## config.mk

```make
export PLATFORM = sky130hd
export DESIGN_NAME = left_right_lock_arbiter
export DESIGN_NICKNAME = d
export VERILOG_FILES = /design/src/hdl/lrla_pkg.sv /design/src/hdl/lrla_datapath.sv /design/src/hdl/lrla_ctrl.sv /design/src/hdl/left_right_lock_arbiter.sv
export VERILOG_INCLUDE_DIRS = /design/src /design/src/hdl
export SDC_FILE = /design/constraint.sdc
export NUM_CORES = 1
export LEC_CHECK = 0
export BUFFER_PORTS_ARGS = -buffer_cell sky130_fd_sc_hd__buf_4
export CAP_MARGIN = 20
export CORE_ASPECT_RATIO = 1.25
export CORE_UTILIZATION = 32
export CTS_BUF_LIST = sky130_fd_sc_hd__clkbuf_4 sky130_fd_sc_hd__clkbuf_8
export DETAILED_ROUTE_END_ITERATION = 10
export PLACE_DENSITY = 0.53
export SLEW_MARGIN = 20
export SYNTH_ARGS = -nofsm -noshare
export SYNTH_HDL_FRONTEND = slang
export SYNTH_HIERARCHICAL = 1
export SYNTH_SLANG_ARGS = --single-unit
export TNS_END_PERCENT = 50
```

## constraint.sdc

```tcl
create_clock -name clk_i -period 5.2 [get_ports clk_i]
set_input_delay 1.04 -clock clk_i [delete_from_list [all_inputs] [get_ports clk_i]]
set_output_delay 1.04 -clock clk_i [all_outputs]
set_load 0.03 [all_outputs]
```

## src/hdl/left_right_lock_arbiter_defines.svh

```systemverilog
// ----------------------------------------------------------------------------
// left/right lock arbiter assertion macros
// shared helpers for concurrent checks on clk_i, optionally disabled by rst_ni
// ----------------------------------------------------------------------------
`ifndef LEFT_RIGHT_LOCK_ARBITER_DEFINES_SVH
`define LEFT_RIGHT_LOCK_ARBITER_DEFINES_SVH

// check outside reset
`define LRLA_ASSERT(label, prop, msg) \
  label: assert property (@(posedge clk_i) disable iff (!rst_ni) (prop)) else $error(msg);

// check at every edge, reset included
`define LRLA_ASSERT_ALWAYS(label, prop, msg) \
  label: assert property (@(posedge clk_i) (prop)) else $error(msg);

`endif

```

## src/hdl/lrla_pkg.sv

```systemverilog
// ----------------------------------------------------------------------------
// lrla_pkg
// types, codes and helpers shared by the left/right lock arbiter
// ----------------------------------------------------------------------------
`timescale 1ns / 1ps

package lrla_pkg;

  localparam int unsigned QUEUE_DEPTH_DEF = 16;
  localparam int unsigned REQUESTERS      = 256;
  localparam int unsigned ID_W            = 8;
  localparam int unsigned ACT_W           = 2;
  localparam int unsigned KIND_W          = 3;
  localparam int unsigned SIDE_W          = 2;

  typedef enum logic [ACT_W-1:0] {
    ACT_HALF_LOCK   = 2'd0,
    ACT_HALF_UNLOCK = 2'd1,
    ACT_FULL_LOCK   = 2'd2,
    ACT_FULL_UNLOCK = 2'd3
  } action_e;

  typedef enum logic [KIND_W-1:0] {
    KIND_GRANTED  = 3'd0,
    KIND_QUEUED   = 3'd1,
    KIND_RELEASED = 3'd2,
    KIND_REJECTED = 3'd3,
    KIND_WOKEN    = 3'd4
  } kind_e;

  typedef enum logic [SIDE_W-1:0] {
    SIDE_LEFT  = 2'd0,
    SIDE_RIGHT = 2'd1,
    SIDE_BOTH  = 2'd2,
    SIDE_NONE  = 2'd3
  } side_e;

  typedef enum logic [2:0] {
    S_IDLE,
    S_FETCH,
    S_EVAL,
    S_WAKE1,
    S_WAKE2
  } state_e;

  typedef enum logic [1:0] {
    STEP_NONE,
    STEP_EVAL,
    STEP_WAKE1,
    STEP_WAKE2
  } step_e;

  typedef struct packed {
    step_e step;
    logic  ld_req;
    logic  ld_hd;
    logic  rd_next;
  } ctl_cmd_t;

  typedef struct packed {
    logic fire;
    logic more;
  } ctl_sts_t;

  typedef struct packed {
    logic            full;
    logic [ID_W-1:0] id;
  } entry_t;

  // requester id modulo REQUESTERS by shifted compare and subtract
  function automatic logic [ID_W-1:0] req_mod(logic [ID_W-1:0] v);
    logic [31:0] r;
    r = 32'(v);
    for (int k = ID_W - 1; k >= 0; k--) begin
      if (r >= (32'(REQUESTERS) << k)) begin
        r = r - (32'(REQUESTERS) << k);
      end
    end
    return r[ID_W-1:0];
  endfunction

endpackage

```

## src/hdl/lrla_datapath.sv

```systemverilog
// ----------------------------------------------------------------------------
// lrla_datapath
// lock halves, waiter queue memory, request and result registers
// ----------------------------------------------------------------------------
`timescale 1ns / 1ps

`include "left_right_lock_arbiter_defines.svh"

module lrla_datapath #(
  parameter int unsigned QUEUE_DEPTH = lrla_pkg::QUEUE_DEPTH_DEF
) (
  input  logic                          clk_i,
  input  logic                          rst_ni,
  input  logic [lrla_pkg::ACT_W-1:0]    action_i,
  input  logic [lrla_pkg::ID_W-1:0]     requester_i,
  input  logic                          side_i,
  input  logic                          out_ready_i,
  output logic                          out_valid_o,
  output logic [lrla_pkg::KIND_W-1:0]   result_kind_o,
  output logic [lrla_pkg::ID_W-1:0]     grant_requester_o,
  output logic [lrla_pkg::SIDE_W-1:0]   grant_side_o,
  output logic                          last_o,
  input  lrla_pkg::ctl_cmd_t            cmd_i,
  output lrla_pkg::ctl_sts_t            sts_o
);
  import lrla_pkg::*;

  localparam int unsigned PTR_W = $clog2(QUEUE_DEPTH);
  localparam int unsigned CNT_W = $clog2(QUEUE_DEPTH + 1);

  function automatic logic [PTR_W-1:0] nxt(logic [PTR_W-1:0] p);
    return (p == PTR_W'(QUEUE_DEPTH - 1)) ? '0 : p + PTR_W'(1);
  endfunction

  action_e          act_q;
  logic [ID_W-1:0]  id_q;
  logic             side_q;
  logic             left_q, left_d;
  logic             right_q, right_d;
  logic [PTR_W-1:0] head_q, head_d;
  logic [PTR_W-1:0] tail_q, tail_d;
  logic [CNT_W-1:0] cnt_q, cnt_d;
  entry_t           mem [QUEUE_DEPTH];
  entry_t           rd_q;
  entry_t           hd_q;
  logic [PTR_W-1:0] rd_addr;
  logic             wr_en;
  logic             hd_load;

  logic             out_valid_q, out_valid_d;
  kind_e            out_kind_q, kind;
  logic [ID_W-1:0]  out_id_q, o_id;
  side_e            out_side_q, o_side;
  logic             out_last_q;

  logic             out_free;
  logic             fire;
  logic             more;
  logic             enq, deq;
  logic             q_empty, q_full, other_busy;

  assign out_free   = !out_valid_q || out_ready_i;
  assign fire       = (cmd_i.step != STEP_NONE) && out_free;
  assign q_empty    = (cnt_q == '0);
  assign q_full     = (cnt_q == CNT_W'(QUEUE_DEPTH));
  assign other_busy = side_q ? left_q : right_q;
  assign rd_addr    = cmd_i.rd_next ? nxt(head_q) : head_q;

  always_comb begin
    left_d  = left_q;
    right_d = right_q;
    enq     = 1'b0;
    deq     = 1'b0;
    more    = 1'b0;
    hd_load = cmd_i.ld_hd;
    kind    = KIND_GRANTED;
    o_id    = id_q;
    o_side  = SIDE_NONE;
    if (fire) begin
      unique case (cmd_i.step)
        STEP_EVAL: begin
          unique case (act_q)
            ACT_HALF_LOCK: begin
              if ((left_q && right_q) || !q_empty) begin
                enq  = !q_full;
                kind = q_full ? KIND_REJECTED : KIND_QUEUED;
              end else if (!left_q) begin
                left_d = 1'b1;
                o_side = SIDE_LEFT;
              end else begin
                right_d = 1'b1;
                o_side  = SIDE_RIGHT;
              end
            end
            ACT_FULL_LOCK: begin
              if (left_q || right_q || !q_empty) begin
                enq  = !q_full;
                kind = q_full ? KIND_REJECTED : KIND_QUEUED;
              end else begin
                left_d  = 1'b1;
                right_d = 1'b1;
                o_side  = SIDE_BOTH;
              end
            end
            ACT_HALF_UNLOCK: begin
              if (side_q) begin
                right_d = 1'b0;
              end else begin
                left_d = 1'b0;
              end
              kind   = KIND_RELEASED;
              o_side = side_e'({1'b0, side_q});
              more   = !q_empty && (!hd_q.full || !other_busy);
            end
            ACT_FULL_UNLOCK: begin
              left_d  = 1'b0;
              right_d = 1'b0;
              kind    = KIND_RELEASED;
              o_side  = SIDE_BOTH;
              more    = !q_empty;
            end
            default: ;
          endcase
        end
        STEP_WAKE1: begin
          deq     = 1'b1;
          hd_load = 1'b1;
          kind    = KIND_WOKEN;
          o_id    = hd_q.id;
          if (hd_q.full) begin
            left_d  = 1'b1;
            right_d = 1'b1;
            o_side  = SIDE_BOTH;
          end else if (act_q == ACT_HALF_UNLOCK) begin
            if (side_q) begin
              right_d = 1'b1;
            end else begin
              left_d = 1'b1;
            end
            o_side = side_e'({1'b0, side_q});
          end else begin
            left_d = 1'b1;
            o_side = SIDE_LEFT;
            more   = (cnt_q >= CNT_W'(2)) && !rd_q.full;
          end
        end
        STEP_WAKE2: begin
          deq     = 1'b1;
          right_d = 1'b1;
          kind    = KIND_WOKEN;
          o_id    = hd_q.id;
          o_side  = SIDE_RIGHT;
        end
        default: ;
      endcase
    end
  end

  always_comb begin
    head_d = head_q;
    tail_d = tail_q;
    cnt_d  = cnt_q;
    wr_en  = enq;
    if (enq) begin
      tail_d = nxt(tail_q);
      cnt_d  = cnt_q + CNT_W'(1);
    end else if (deq) begin
      head_d = nxt(head_q);
      cnt_d  = cnt_q - CNT_W'(1);
    end
  end

  always_comb begin
    out_valid_d = out_valid_q;
    if (fire) begin
      out_valid_d = 1'b1;
    end else if (out_ready_i) begin
      out_valid_d = 1'b0;
    end
  end

  always_ff @(posedge clk_i or negedge rst_ni) begin
    if (!rst_ni) begin
      left_q      <= 1'b0;
      right_q     <= 1'b0;
      head_q      <= '0;
      tail_q      <= '0;
      cnt_q       <= '0;
      out_valid_q <= 1'b0;
    end else begin
      left_q      <= left_d;
      right_q     <= right_d;
      head_q      <= head_d;
      tail_q      <= tail_d;
      cnt_q       <= cnt_d;
      out_valid_q <= out_valid_d;
    end
  end

  // waiter queue storage
  always_ff @(posedge clk_i) begin
    if (wr_en) begin
      mem[tail_q] <= '{full: (act_q == ACT_FULL_LOCK), id: id_q};
    end
    rd_q <= mem[rd_addr];
  end

  always_ff @(posedge clk_i) begin
    if (cmd_i.ld_req) begin
      act_q  <= action_e'(action_i);
      id_q   <= req_mod(requester_i);
      side_q <= side_i;
    end
    if (hd_load) begin
      hd_q <= rd_q;
    end
    if (fire) begin
      out_kind_q <= kind;
      out_id_q   <= o_id;
      out_side_q <= o_side;
      out_last_q <= !more;
    end
  end

  assign out_valid_o       = out_valid_q;
  assign result_kind_o     = out_kind_q;
  assign grant_requester_o = out_id_q;
  assign grant_side_o      = out_side_q;
  assign last_o            = out_last_q;
  assign sts_o.fire        = fire;
  assign sts_o.more        = more;

  `LRLA_ASSERT_ALWAYS(a_empty_ptrs, (cnt_q == '0) |-> (head_q == tail_q), "empty queue with pointers apart")
  `LRLA_ASSERT(a_no_idle_waiter, (cmd_i.step == STEP_NONE) |-> (left_q || right_q || cnt_q == '0), "waiter left behind with lock free")
  `LRLA_ASSERT(a_reject_full, (fire && kind == KIND_REJECTED) |-> (cnt_q == CNT_W'(QUEUE_DEPTH)), "reject with room in queue")

endmodule

```

## src/hdl/lrla_ctrl.sv

```systemverilog
// ----------------------------------------------------------------------------
// lrla_ctrl
// request sequencer: accept, head fetch, evaluate and wake steps
// ----------------------------------------------------------------------------
`timescale 1ns / 1ps

`include "left_right_lock_arbiter_defines.svh"

module lrla_ctrl (
  input  logic               clk_i,
  input  logic               rst_ni,
  input  logic               in_valid_i,
  output logic               in_ready_o,
  output lrla_pkg::ctl_cmd_t cmd_o,
  input  lrla_pkg::ctl_sts_t sts_i
);
  import lrla_pkg::*;

  state_e state_q, state_d;

  always_comb begin
    state_d = state_q;
    unique case (state_q)
      S_IDLE:  if (in_valid_i) state_d = S_FETCH;
      S_FETCH: state_d = S_EVAL;
      S_EVAL:  if (sts_i.fire) state_d = sts_i.more ? S_WAKE1 : S_IDLE;
      S_WAKE1: if (sts_i.fire) state_d = sts_i.more ? S_WAKE2 : S_IDLE;
      S_WAKE2: if (sts_i.fire) state_d = S_IDLE;
      default: state_d = S_IDLE;
    endcase
  end

  always_comb begin
    in_ready_o    = 1'b0;
    cmd_o.step    = STEP_NONE;
    cmd_o.ld_req  = 1'b0;
    cmd_o.ld_hd   = 1'b0;
    cmd_o.rd_next = 1'b1;
    unique case (state_q)
      S_IDLE: begin
        in_ready_o    = 1'b1;
        cmd_o.ld_req  = in_valid_i;
        cmd_o.rd_next = 1'b0;
      end
      S_FETCH: cmd_o.ld_hd = 1'b1;
      S_EVAL:  cmd_o.step = STEP_EVAL;
      S_WAKE1: cmd_o.step = STEP_WAKE1;
      S_WAKE2: cmd_o.step = STEP_WAKE2;
      default: ;
    endcase
  end

  always_ff @(posedge clk_i or negedge rst_ni) begin
    if (!rst_ni) begin
      state_q <= S_IDLE;
    end else begin
      state_q <= state_d;
    end
  end

  `LRLA_ASSERT(a_wake2_order, (state_q == S_WAKE2) |-> ($past(state_q) == S_WAKE1 || $past(state_q) == S_WAKE2), "second wake without first")
  `LRLA_ASSERT(a_fetch_after_accept, (state_q == S_FETCH) |-> ($past(state_q) == S_IDLE && $past(in_valid_i)), "fetch without request")
  `LRLA_ASSERT(a_fire_in_step, sts_i.fire |-> (state_q == S_EVAL || state_q == S_WAKE1 || state_q == S_WAKE2), "result outside a step")

endmodule

```

## src/hdl/left_right_lock_arbiter.sv

```systemverilog
// a request is accepted only in idle, once the last one and its wakes are done; it is
// registered, the head fetched, then it is evaluated into the output register
// the queue memory has one read port, so the head entry is fetched in its own step
// results stall in an output register while out_ready_i is low
// reset (rst_ni low, asynchronous): both halves free, queue empty, no result pending
// ----------------------------------------------------------------------------
// left_right_lock_arbiter
// two-half lock with a FIFO of half and full waiters
// ----------------------------------------------------------------------------
`timescale 1ns / 1ps

module left_right_lock_arbiter #(
  parameter int unsigned QUEUE_DEPTH = lrla_pkg::QUEUE_DEPTH_DEF
) (
  input  logic                          clk_i,
  input  logic                          rst_ni,
  input  logic                          in_valid_i,
  output logic                          in_ready_o,
  input  logic [lrla_pkg::ACT_W-1:0]    action_i,
  input  logic [lrla_pkg::ID_W-1:0]     requester_i,
  input  logic                          side_i,
  output logic                          out_valid_o,
  input  logic                          out_ready_i,
  output logic [lrla_pkg::KIND_W-1:0]   result_kind_o,
  output logic [lrla_pkg::ID_W-1:0]     grant_requester_o,
  output logic [lrla_pkg::SIDE_W-1:0]   grant_side_o,
  output logic                          last_o
);
  import lrla_pkg::*;

  ctl_cmd_t cmd;
  ctl_sts_t sts;

  lrla_ctrl u_ctrl (
    .clk_i      (clk_i),
    .rst_ni     (rst_ni),
    .in_valid_i (in_valid_i),
    .in_ready_o (in_ready_o),
    .cmd_o      (cmd),
    .sts_i      (sts)
  );

  lrla_datapath #(
    .QUEUE_DEPTH (QUEUE_DEPTH)
  ) u_datapath (
    .clk_i             (clk_i),
    .rst_ni            (rst_ni),
    .action_i          (action_i),
    .requester_i       (requester_i),
    .side_i            (side_i),
    .out_ready_i       (out_ready_i),
    .out_valid_o       (out_valid_o),
    .result_kind_o     (result_kind_o),
    .grant_requester_o (grant_requester_o),
    .grant_side_o      (grant_side_o),
    .last_o            (last_o),
    .cmd_i             (cmd),
    .sts_o             (sts)
  );

endmodule
```

==> qor.csv <==
stage,metric,value,unit
synthesis,async_flop_share,9.22,%
pwr,power,6.20,mW
layout,instances_no_fill,1069,
synthesis,synth_seq_cells,206,
flow_run,drv_cap,0,
cts,cts_resized,0,
layout,synthToLayoutAreaGrowth,12.7,%
synthesis,yosysMostFrequentCell,edfxtp_1,
placed_design,portBuffers,30,
timing,fin_crit,3.97,ns
synthesis,synth.area.top_cells,"edfxtp_1 57%, dfrtp_1 5.1%, mux2i_1 3.9%, o221a_2 3.1%, mux4_2 2.4%",
critical_path,cp_max_fo,21,
synthesis,synth_edf_count,178,
floorplanning,fp.dieW,155,µm
cts,clkLatencyLatePin,0.58,ns
cts,cts_tree,built,
critical_path,reg2reg_depth,14,
synthesis,yosysSeqAreaShare,63.9,%
synthesis,syn-cell-area,9390,µm²
global_routing,grt_max_degree,52,
layout,final_nets,683,
timing,clock_skew,0.0150,ns
timing,fin_hold_ws,0.338,ns
critical_path,arrival,4.41,ns
layout,n_antenna_cell,0,
floorplanning,initial_core_util,32.7,%
synthesis,ys_warn_count,6,
global_routing,grt.total_usage,14.3,%
floorplanning,core,28700,µm²
floorplanning,fp.dieH,193,µm
critical_path,critPathLaunchType,flip-flop,
route,wl_per_cell,19.9,µm
route,via_count,5617,
timing,slew_violations,0,
cts,clk_pin_slew,0.07,ns
global_routing,met3_usage,2.40,%
synthesis,yosysTopAreaCellShare,57.0,%
cts,cts_root_buffer,clkbuf_8,
global_routing,grt_pass1_vias,5741,
placed_design,dp.final_hpwl,14000,µm
synthesis,yosys.area.top_type,edfxtp_1,
timing,grt_setup_unrepaired,no,
critical_path,crit_type,reg -> reg,
timing,timing.fmax,252,MHz
pwr,leakagePower,3.74,nW
route,viasPerCell,5.25,
cts,clockBufferDepth,3,
pwr,powerDensity,586,nW/µm²
synthesis,synth.distinct_cells,78,
worst_hold_path,holdCritPathClass,in -> async,
floorplanning,die_area,30000,µm²
global_routing,overflow,0,
route,drtPass1Iterations,5,
cts,postCtsSetupBuffers,0,
floorplanning,rows,69,
global_routing,met1_usage,16.6,%
synthesis,postSynthCellCount,625,
route,drcViolationCount,0,
critical_path,cp_data_required_time,5.63,ns
timing,fin_setup_tns,0,ns
synthesis,syn_avg_cell_area,15.0,µm²
pwr,ir_drop,0.000288,V
timing,relSlewSlack,30.8,%
timing,finalCritPeriodShare,76.4,%
placed_design,dp.cells,1012,
route,routed_wl,21300,µm
global_routing,grt_pass1_wl,33100,µm
global_routing,globalRouteMet2Util,26.7,%
synthesis,yosys-top-cells-count,"178 x edfxtp_1, 47 x nand2_1, 37 x mux2i_1",
synthesis,synth_fp_nets,653,
global_routing,gr-max-usage-layer,met2,
timing,worstMarginPinSlew,1.03,ns
cts,cts-buffers-inserted,31,
route,drt_iter0_markers,356,
global_routing,antenna_found_initial,0,
synthesis,synthFlopType,edfxtp_1,
timing,finalHoldViolations,0,
floorplanning,ioPinCount,31,
route,ant_nets,0,
critical_path,cp-end-kind,flip-flop,
timing,setup_viol_count_final,0,
layout,drive_gt1_share,22.1,%
cts,h-tree-depth,1,
cts,cts_sinks,206,
run_status,status,"complete, no violations",
cts,postCtsHoldBufs,0,
placed_design,place.gp.congestion,0.779,
cell families (layout without fill, tap and decap cells):
family | count (synthesis) | in the layout | share of synthesized area (%)
flip-flops | 206 | 206 | 63.9
AND/OR/NAND/NOR | 154 | 154 | 9.61
AO/OA/AOI/OAI | 123 | 123 | 10.9
multiplexers | 67 | 67 | 10.0
XOR/XNOR | 6 | 6 | 0.560
adder cells (fa/ha/maj) | 14 | 14 | 1.93
buffers and inverters | 55 | 109 | 3.04
worst paths after layout:
check | startpoint | endpoint | slack [ns]
max in group asynchronous | rst_ni | u_ctrl/state_q[2] | 4.64
worst max-delay path | u_ctrl/state_q[0] | u_datapath/cnt_q[4] | 1.23
min in group clk_i | u_datapath/rd_q[1] | u_datapath/hd_q[1] | 0.41
worst min register to register | u_datapath/rd_q[1] | u_datapath/hd_q[1] | 0.41
worst min-delay path | rst_ni | u_datapath/cnt_q[1] | 0.34
worst max register to register | u_ctrl/state_q[0] | u_datapath/cnt_q[4] | 1.23
layout by cell type (no fill, tap or decap), drive strengths merged, types with 12 or more instances in the layout:
cell	count
a21oi	19
buf	35
clkbuf	35
clkinv	18
dfrtp	19
edfxtp	178
ha	12
inv	17
mux2	12
mux2i	37
mux4	18
nand2	47
nor2	22
o221a	26
o22ai	18
power breakdown:
part           switching (mW)  internal (mW)
clock                   0.631          0.789
combinational            1.41           1.04
sequential              0.227           2.10
total                    2.27           3.93
worst max-delay path, cell delays in order (launching register included):
cell      delay, ns
dfrtp_1        0.49
nor2b_1        0.26
a21o_1         0.32
inv_1          0.10
ha_1           0.28
nand2b_1       0.33
a211oi_2       0.25
buf_4          0.24
inv_1          0.13
fa_1           0.42
a21o_1         0.18
a21o_1         0.22
and3_1         0.20
a221oi_1       0.21
o311ai_0       0.17
layout make-up:
type / count / area (µm²)
Inverter: 17 / 63.8
Tap cell: 390 / 488
Fill cell: 2691 / 18100
Sequential cell: 206 / 6000
Clock inverter: 22 / 205
Timing Repair Buffer: 35 / 263
Clock buffer: 35 / 457
Multi-Input combinational cell: 364 / 3100
through the flow:
step / instance area [µm²] / util, % / setup WS [ns]
2_1_floorplan: 9390 / - / 1.58
4_1_cts: 10600 / 36.9 / 1.27
3_3_place_gp: 9920 / 34.6 / 1.46
5_1_grt: 10600 / 36.9 / 0.989
6_report: 10600 / 36.9 / 1.23
3_5_place_dp: 9920 / 34.6 / 1.34
layer usage:
metal,part of all wire [%],vias to the layer above
met5,0,-
met4,1.6,0
met3,5.1,29
met2,53,154
met1,40,2886
li1,-,2548
registers in the layout, indices dropped and copies added (netlist names), 2 cells and up:
signal                        cells
u_datapath/result_kind_o          3
u_datapath/mem                  144
u_datapath/act_q                  2
u_datapath/id_q                   8
u_datapath/head_q                 4
u_datapath/cnt_q                  5
u_datapath/tail_q                 4
u_datapath/grant_requester_o      8
u_datapath/grant_side_o           2
u_ctrl/state_q                    3
u_datapath/rd_q                   9
u_datapath/hd_q                   9
(Power assumes the default switching activity.)
